### src/rtl/core/s2c_pkg.sv
// shared constants and types of the sphere to cube mapper
package s2c_pkg;

    // field format
    localparam int FIELD_W       = 18;
    localparam int FRAC_BITS_DEF = 16;
    localparam logic [63:0] FIELD_MAX = 64'd131071;

    // internal unsigned work format
    localparam int WORK_FRAC = 28;
    localparam int W_MAG     = WORK_FRAC + 1;          // saturated magnitude
    localparam int W_A       = WORK_FRAC + 2;          // floor(2*a*a)
    localparam int W_T12     = W_A + 4;                // 12*A before scaling
    localparam int W_MI      = WORK_FRAC + 3;          // |B - A - 3|
    localparam int W_RAD     = 2 * W_MI;               // radicand of the inner root
    localparam int W_RAD2    = W_MI + WORK_FRAC - 1;   // radicand of the outer roots
    localparam int W_ROOT2   = W_RAD2 / 2;
    localparam int PAY_W_DEF = 8;

    // map_mode register codes
    typedef logic [1:0] t_mode;
    localparam t_mode MODE_STD = 2'd0;
    localparam t_mode MODE_ALT = 2'd1;
    localparam t_mode MODE_YUP = 2'd2;

    // how the cubify results go back to x, y, z
    typedef enum logic [1:0] {
        PERM_ID      = 2'd0,   // x=t0 y=t1 z=t2
        PERM_SWAP_YZ = 2'd1,   // x=t0 y=t2 z=t1
        PERM_X_STD   = 2'd2,   // x=t1 y=t0 z=t2
        PERM_X_ALT   = 2'd3    // x=t2 y=t0 z=t1
    } t_perm;

    // sign of a component, zero counts as its own sign
    typedef struct packed {
        logic nz;
        logic neg;
    } t_sgn;

    // side information that travels with an item
    typedef struct packed {
        t_perm perm;
        t_sgn  sp;
        t_sgn  sq;
        t_sgn  sr;
    } t_side;

endpackage

### src/rtl/core/s2c_sqrt.sv
// pipelined integer square root, one result bit per stage
module s2c_sqrt #(
    parameter int RAD_W = s2c_pkg::W_RAD,
    parameter int PAY_W = s2c_pkg::PAY_W_DEF
) (
    input  logic               i_clk,
    input  logic               i_rst_n,
    input  logic               i_en,
    input  logic               i_vld,
    input  logic [RAD_W-1:0]   i_rad,
    input  logic [PAY_W-1:0]   i_pay,
    output logic               o_vld,
    output logic [RAD_W/2-1:0] o_root,
    output logic [PAY_W-1:0]   o_pay
);
    import s2c_pkg::*;

    localparam int ROOT_W = RAD_W / 2;
    localparam int STAGES = ROOT_W;
    localparam int REM_W  = ROOT_W + 3;

    // stage inputs: index 0 is the port side, index s+1 is stage s
    logic [REM_W-1:0]  c_rem  [STAGES+1];
    logic [ROOT_W-1:0] c_root [STAGES+1];
    logic [RAD_W-1:0]  c_rad  [STAGES+1];
    logic [PAY_W-1:0]  c_pay  [STAGES+1];
    logic              c_vld  [STAGES+1];

    logic [REM_W-1:0]  r_rem  [STAGES];
    logic [ROOT_W-1:0] r_root [STAGES];
    logic [RAD_W-1:0]  r_rad  [STAGES];
    logic [PAY_W-1:0]  r_pay  [STAGES];
    logic              r_vld  [STAGES];

    assign c_rem[0]  = '0;
    assign c_root[0] = '0;
    assign c_rad[0]  = i_rad;
    assign c_pay[0]  = i_pay;
    assign c_vld[0]  = i_vld;

    // restoring root step: bring down two radicand bits, try root*4+1
    for (genvar s = 0; s < STAGES; s++) begin : g_stage
        logic [REM_W-1:0] w_trial;
        logic [REM_W-1:0] w_test;
        logic             w_ge;

        assign c_rem[s+1]  = r_rem[s];
        assign c_root[s+1] = r_root[s];
        assign c_rad[s+1]  = r_rad[s];
        assign c_pay[s+1]  = r_pay[s];
        assign c_vld[s+1]  = r_vld[s];

        assign w_trial = {c_rem[s][REM_W-3:0], c_rad[s][RAD_W-1 -: 2]};
        assign w_test  = {1'b0, c_root[s], 2'b01};
        assign w_ge    = (w_trial >= w_test);

        always_ff @(posedge i_clk) begin
            if (!i_rst_n) begin
                r_vld[s] <= 1'b0;
            end else if (i_en) begin
                r_vld[s] <= c_vld[s];
            end
        end

        always_ff @(posedge i_clk) begin
            if (i_en) begin
                r_rem[s]  <= w_ge ? (w_trial - w_test) : w_trial;
                r_root[s] <= {c_root[s][ROOT_W-2:0], w_ge};
                r_rad[s]  <= c_rad[s] << 2;
                r_pay[s]  <= c_pay[s];
            end
        end
    end

    assign o_vld  = c_vld[STAGES];
    assign o_root = c_root[STAGES];
    assign o_pay  = c_pay[STAGES];

    // the remainder of a floor root never exceeds twice the root
    a_rem_bound: assert property (@(posedge i_clk) disable iff (!i_rst_n)
        o_vld |-> (r_rem[STAGES-1] <= REM_W'({o_root, 1'b0})))
        else $error("sqrt remainder out of bound");

    // a stalled pipeline keeps its last valid bit
    a_stall_hold: assert property (@(posedge i_clk) disable iff (!i_rst_n)
        !i_en |=> $stable(o_vld))
        else $error("sqrt valid moved while stalled");

endmodule

### config.mk
export PLATFORM = sky130hd
export DESIGN_NAME = s2c_sqrt
export DESIGN_NICKNAME = d
export VERILOG_FILES = /design/src/rtl/core/s2c_pkg.sv /design/src/rtl/core/s2c_sqrt.sv
export SDC_FILE = /design/constraint.sdc
export NUM_CORES = 2
export LEC_CHECK = 0
export BUFFER_PORTS_ARGS = -buffer_cell sky130_fd_sc_hd__buf_2
export CAP_MARGIN = 20
export CORE_MARGIN = 8
export CORE_UTILIZATION = 40
export CTS_CLUSTER_DIAMETER = 120
export DETAILED_ROUTE_END_ITERATION = 7
export GPL_ROUTABILITY_DRIVEN = 0
export PLACE_DENSITY = 0.66
export SYNTH_ARGS = -nofsm -noshare
export SYNTH_HDL_FRONTEND = slang
export SYNTH_MEMORY_MAX_BITS = 65536
export SYNTH_SLANG_ARGS = --single-unit
### constraint.sdc
create_clock -name i_clk -period 8.5 [get_ports i_clk]
set_clock_uncertainty 0.1 [all_clocks]
set_input_delay 2.55 -clock i_clk [delete_from_list [all_inputs] [get_ports i_clk]]
set_output_delay 2.55 -clock i_clk [all_outputs]
set_load 0.02 [all_outputs]
== Word-level counts from Yosys, hierarchy flattened ==
Memories as Yosys holds them, arrays and structs flattened.
Cells that the tools add are included.

* Add/sub/neg operators: 31
* Order comparisons: 31
* Muxes and demuxes: 67
* Bitwise operators: 31

{| class="wikitable"
|+ Operators with widths
! operator !! number
|-
| $mux W34 || 31
|-
| $ge A34 B33 Y1 || 30
|-
| $sub A34 B33 Y34 || 30
|-
| $mux W1 || 36
|-
| $or A1 B1 Y1 || 31
|-
| $sub A2 B1 Y3 const B || 1
|-
| $ge A2 B1 Y1 const B || 1
|}

* Register bits: 0
* Memory bits (writable): 4,154
* Input bits: 74
* Output and inout port bits: 40
* Word-level logic and storage cells: 165
* Memories: 5

{| class="wikitable"
|+ Memories
! memory !! depth !! bits a word !! rd ports !! clocked after Yosys merged registers in !! write ports !! line !! text
|-
| r_rad || 31 || 60 || 30 || 0 || 31 || s2c_sqrt.sv:31 || <nowiki>logic [RAD_W-1:0] r_rad [STAGES];</nowiki>
|-
| r_rem || 31 || 34 || 30 || 0 || 31 || s2c_sqrt.sv:29 || <nowiki>logic [REM_W-1:0] r_rem [STAGES];</nowiki>
|-
| r_root || 31 || 31 || 31 || 0 || 31 || s2c_sqrt.sv:30 || <nowiki>logic [ROOT_W-1:0] r_root [STAGES];</nowiki>
|-
| r_pay || 31 || 8 || 31 || 0 || 31 || s2c_sqrt.sv:32 || <nowiki>logic [PAY_W-1:0] r_pay [STAGES];</nowiki>
|-
| r_vld || 31 || 1 || 31 || 0 || 31 || s2c_sqrt.sv:33 || <nowiki>logic r_vld [STAGES];</nowiki>
|}

== Longest topological paths before layout ==
* Word-level depth: 4
* Gate-level depth with buffers: 14
* Gate-level depth less buffers: 13

== Worst setup path after synthesis ==
OpenSTA, ideal clock, no wires.

* Path type: input to register
* Start point: input i_en
* End point: memory r_vld[0], enable pin
* Library setup time: 0.392 ns
* Data arrival time: 3.317 ns
* Data required time: 8.008 ns
* Slack: 4.692 ns
* Stages on the path: 1
* Path through: nand2b_1

{| class="wikitable"
|+ RTL lines
! element !! line !! text
|-
| from (decl) || s2c_sqrt.sv:8 || <nowiki>input logic i_en,</nowiki>
|-
| to (decl) || s2c_sqrt.sv:33 ||
|}

==> impl_results.md <==
* GRT overflow at 0
* WL final at 223,000 µm
* Total Power at 36.0 mW
* Clock transition at the registers of the reported paths at 0.06 ns
* Worst Tran Pin Value at 1.11 ns
* WP data arrival at 4.77 ns
* CTS root buf: clkbuf_16
* Worst setup EP type: flop
* Htree depth at 5
* Cell taking the most area after synthesis: edfxtp_1
* Status: finished, final reports clean
* Via count of the first global-routing pass at 68,600
* R2R depth at 11
* CP max FO at 18
* CTS Sinks at 2,618
* Mapped Nets at 9,448
* Final ANT Viol Nets at 0
* RSZ-0062 raised after global routing: no
* Maxcap violations at 0
* Gr usage total at 0.137
* Leak pwr at 49.9 nW
* Final Max Slew Viols at 0
* Initial DRT Pass Iterations at 8
* Comb power frac at 0.186
* Peak VDD IR at 0.245 mV
* Setup bufs post-CTS at 0
* R2r setup slk at 4.21 ns
* Max frequency at 0.233 GHz
* Port Buf Inserts at 113
* CP delay by family, top: compound AO/OA/AOI/OAI gates
* Relative slew slack at 0.262
* Reg2reg start: r_root[9][32]
* Die Y at 559 µm
* Syn_area_per_cell at 13.3 µm²
* Initial drt markers at 5,885
* Maximum number of pins on one net before global-route repair at 203
* CTS buffer count at 287
* Top post-synthesis cells by area: edfxtp_1 (67%), ha_1 (5.6%), xor2_1 (2.9%)
* Vias per inst at 5.21
* R2r endpoint: r_rem[1][159]
* NetSw at 9.87 mW
* Final Hold Viols at 0
* Worst Path Required at 8.97 ns
* Most common cell after layout, fill and taps aside: edfxtp_1
* DRC at 0
* Netlist Area Pre-Place at 0.118 mm²
* Start point of the worst hold path: r_rad[0][145]
* Post-synth top area share at 0.666
* TNS Setup at 0 ns
* Vias at 68,700
* Core area at 0.294 mm²
* Clock group share of total power at 0.338
* Stages on worst setup path at 11
* Pwr Density at 272 mW/mm²
* Die width at 559 µm
* IO Pins at 114
* # rows at 199
* Initial antenna violation count at 5
* Reg power frac at 0.476
* Hold Path Class: flop to flop
* Hold_ws at 0.290 ns
* Post-synth top flop: edfxtp_1
* Area delta synth->final at 12.2%
* Clk_lat worst skew at 0.88 ns
* CP max-delay cell: nand4_1
* Slowest stage delay, CP at 0.74 ns
* Gate Count Post-Synth at 8,846
* Synth warn at 0
* Critical path launch point type: flop
* Seq/Total Area, Yosys at 0.666
* CTS tree: built
* WHS Path Cells at 0
* Full die area at 0.313 mm²
* Most frequent cells in the layout: edfxtp_1 (2,617), inv_1 (647), nand2_1 (578)
* Initial Util at 0.402
* DP Wirelength at 156,000 µm
* Synth cell types at 91
* Number of synthesized register bits at 2,618
* Switching portion of total power at 0.274
* Crit-path most repeated cell: inv_1
* CP Cell Sequence: inv_1, ha_1, o21a_1, o31a_1, o41a_1, o211ai_1, nand4_1, buf_4, inv_1, nor4_1, xor2_1
* Global-route wire length before repair at 358,000 µm
* Final #Nets at 9,671
* CTS Hold Buffers Added at 0
* Post-cts sizing count at 0
* Hold-critical path endpoint: r_rad[0][207]
* WP buf/inv at 3
* Fin crit share at 0.505
* Fraction of registers with async set/reset at 0
* Share of cells above drive strength 1 at 0.0791
* DR WL/cell at 16.9 µm
* Crit Path Class: flop to flop
* Int Power at 26.1 mW
* EDFF count, synth at 2,617
* Min Tclk post-route at 4.29 ns
* # setup viols final at 0
* Clock buffer depth at 4
==> cells in the mapped netlist, types with 12 or more instances <==
| master | instances |
|---|---|
| o41ai_1 | 12 |
| nor2_1 | 550 |
| and3_1 | 75 |
| o21bai_1 | 38 |
| a21o_1 | 229 |
| buf_4 | 39 |
| buf_1 | 14 |
| a21boi_0 | 14 |
| nor2b_1 | 70 |
| o2111ai_1 | 14 |
| o21a_1 | 75 |
| clkbuf_1 | 169 |
| nand2_1 | 578 |
| mux2_2 | 70 |
| ha_1 | 528 |
| nand3_1 | 139 |
| a2111oi_0 | 15 |
| nor3_1 | 204 |
| or4_1 | 62 |
| o211ai_1 | 51 |
| nand3b_1 | 29 |
| or2_2 | 35 |
| edfxtp_1 | 2617 |
| o21ai_0 | 429 |
| nor3b_1 | 20 |
| nor4_1 | 119 |
| nand2b_1 | 105 |
| nand4_1 | 97 |
| o31ai_1 | 68 |
| inv_1 | 647 |
| and2_1 | 25 |
| a211oi_1 | 40 |
| xor2_1 | 396 |
| a31oi_1 | 57 |
| or3_1 | 93 |
| xnor2_1 | 352 |
| a211o_1 | 19 |
| o22ai_1 | 14 |
| a21oi_1 | 558 |
==> layer usage <==
layer	vias up	share of wire	GRT usage	routed length [µm]
met3	558	0.049	0.0225	11000
li1	33300	-	-	-
met4	0	0.041	0.0544	9240
met2	1821	0.49	0.241	109000
met5	-	0	0	0
met1	33100	0.42	0.170	93400
==> worst register-to-register path: stages (launching register included) <==
cell and delay, ns:
edfxtp_1 0.44, inv_1 0.07, ha_1 0.39, o21a_1 0.21, o31a_1 0.13, o41a_1 0.39, o211ai_1 0.40, nand4_1 0.74
buf_4 0.49, inv_1 0.38, nor4_1 0.13, xor2_1 0.16
==> worst max-delay path by stage <==
stage	from	end	slack [ns]
after detailed placement	i_en	r_rad[2][229]	3.54
final	r_root[9][32]	r_rem[1][159]	4.21
after global routing	r_rem[1][283]	r_rem[1][337]	3.87
after global placement	i_en	r_rad[3][49]	3.61
after floorplan	i_en	r_vld[0]	4.69
after CTS	r_rem[1][1]	r_rem[1][57]	4.17
==> flip-flops by register name, summed over array words and instances (netlist names) <==
| register | count |
|---|---|
| r_pay | 248 |
| r_vld | 31 |
| r_root | 496 |
| r_rem | 913 |
| r_rad | 930 |
==> power groups by stage <==
| stage | combinational [mW] | sequential (mW) | clock, mW |
|---|---|---|---|
| CTS | 6.64 | 17.2 | 12.6 |
| floorplan | 5.00 | 17.0 | 0 |
| finish | 6.69 | 17.1 | 12.2 |
| global route | 7.43 | 17.3 | 13.0 |
| detailed placement | 6.59 | 17.4 | 0 |
| global placement | 6.39 | 17.4 | 0 |
==> through the flow <==
stage / area [µm²] / std cells / util / worst slack (ns)
2_1_floorplan: 118000 / 8846 / - / 4.69
3_3_place_gp: 123000 / 12700 / 0.419 / 3.61
3_5_place_dp: 123000 / 12700 / 0.419 / 3.54
4_1_cts: 132000 / 13200 / 0.451 / 4.17
5_1_grt: 132000 / 13200 / 0.451 / 3.87
6_report: 132000 / 13200 / 0.451 / 4.21
==> layout make-up <==
cell class	count	area, µm²
clock inverters	159	1700
flip-flops and latches	2618	78600
inverters	649	2440
diodes	1	2.50
clock buffers	345	7570
fillers	25800	161000
repair buffers	168	1230
well taps	3919	4900
multi-input cells	5345	36000
==> cells by family after synthesis <==
| family | synth area share |
|---|---|
| xor+xnor | 0.0555 |
| flops | 0.666 |
| fa+ha+maj | 0.0560 |
| other cells | 0.0000318 |
| simple gates | 0.0956 |
| compound gates | 0.0900 |
| mux | 0.00753 |
| buf+inv | 0.0295 |
Note: power is estimated with default switching activity, not from simulation.
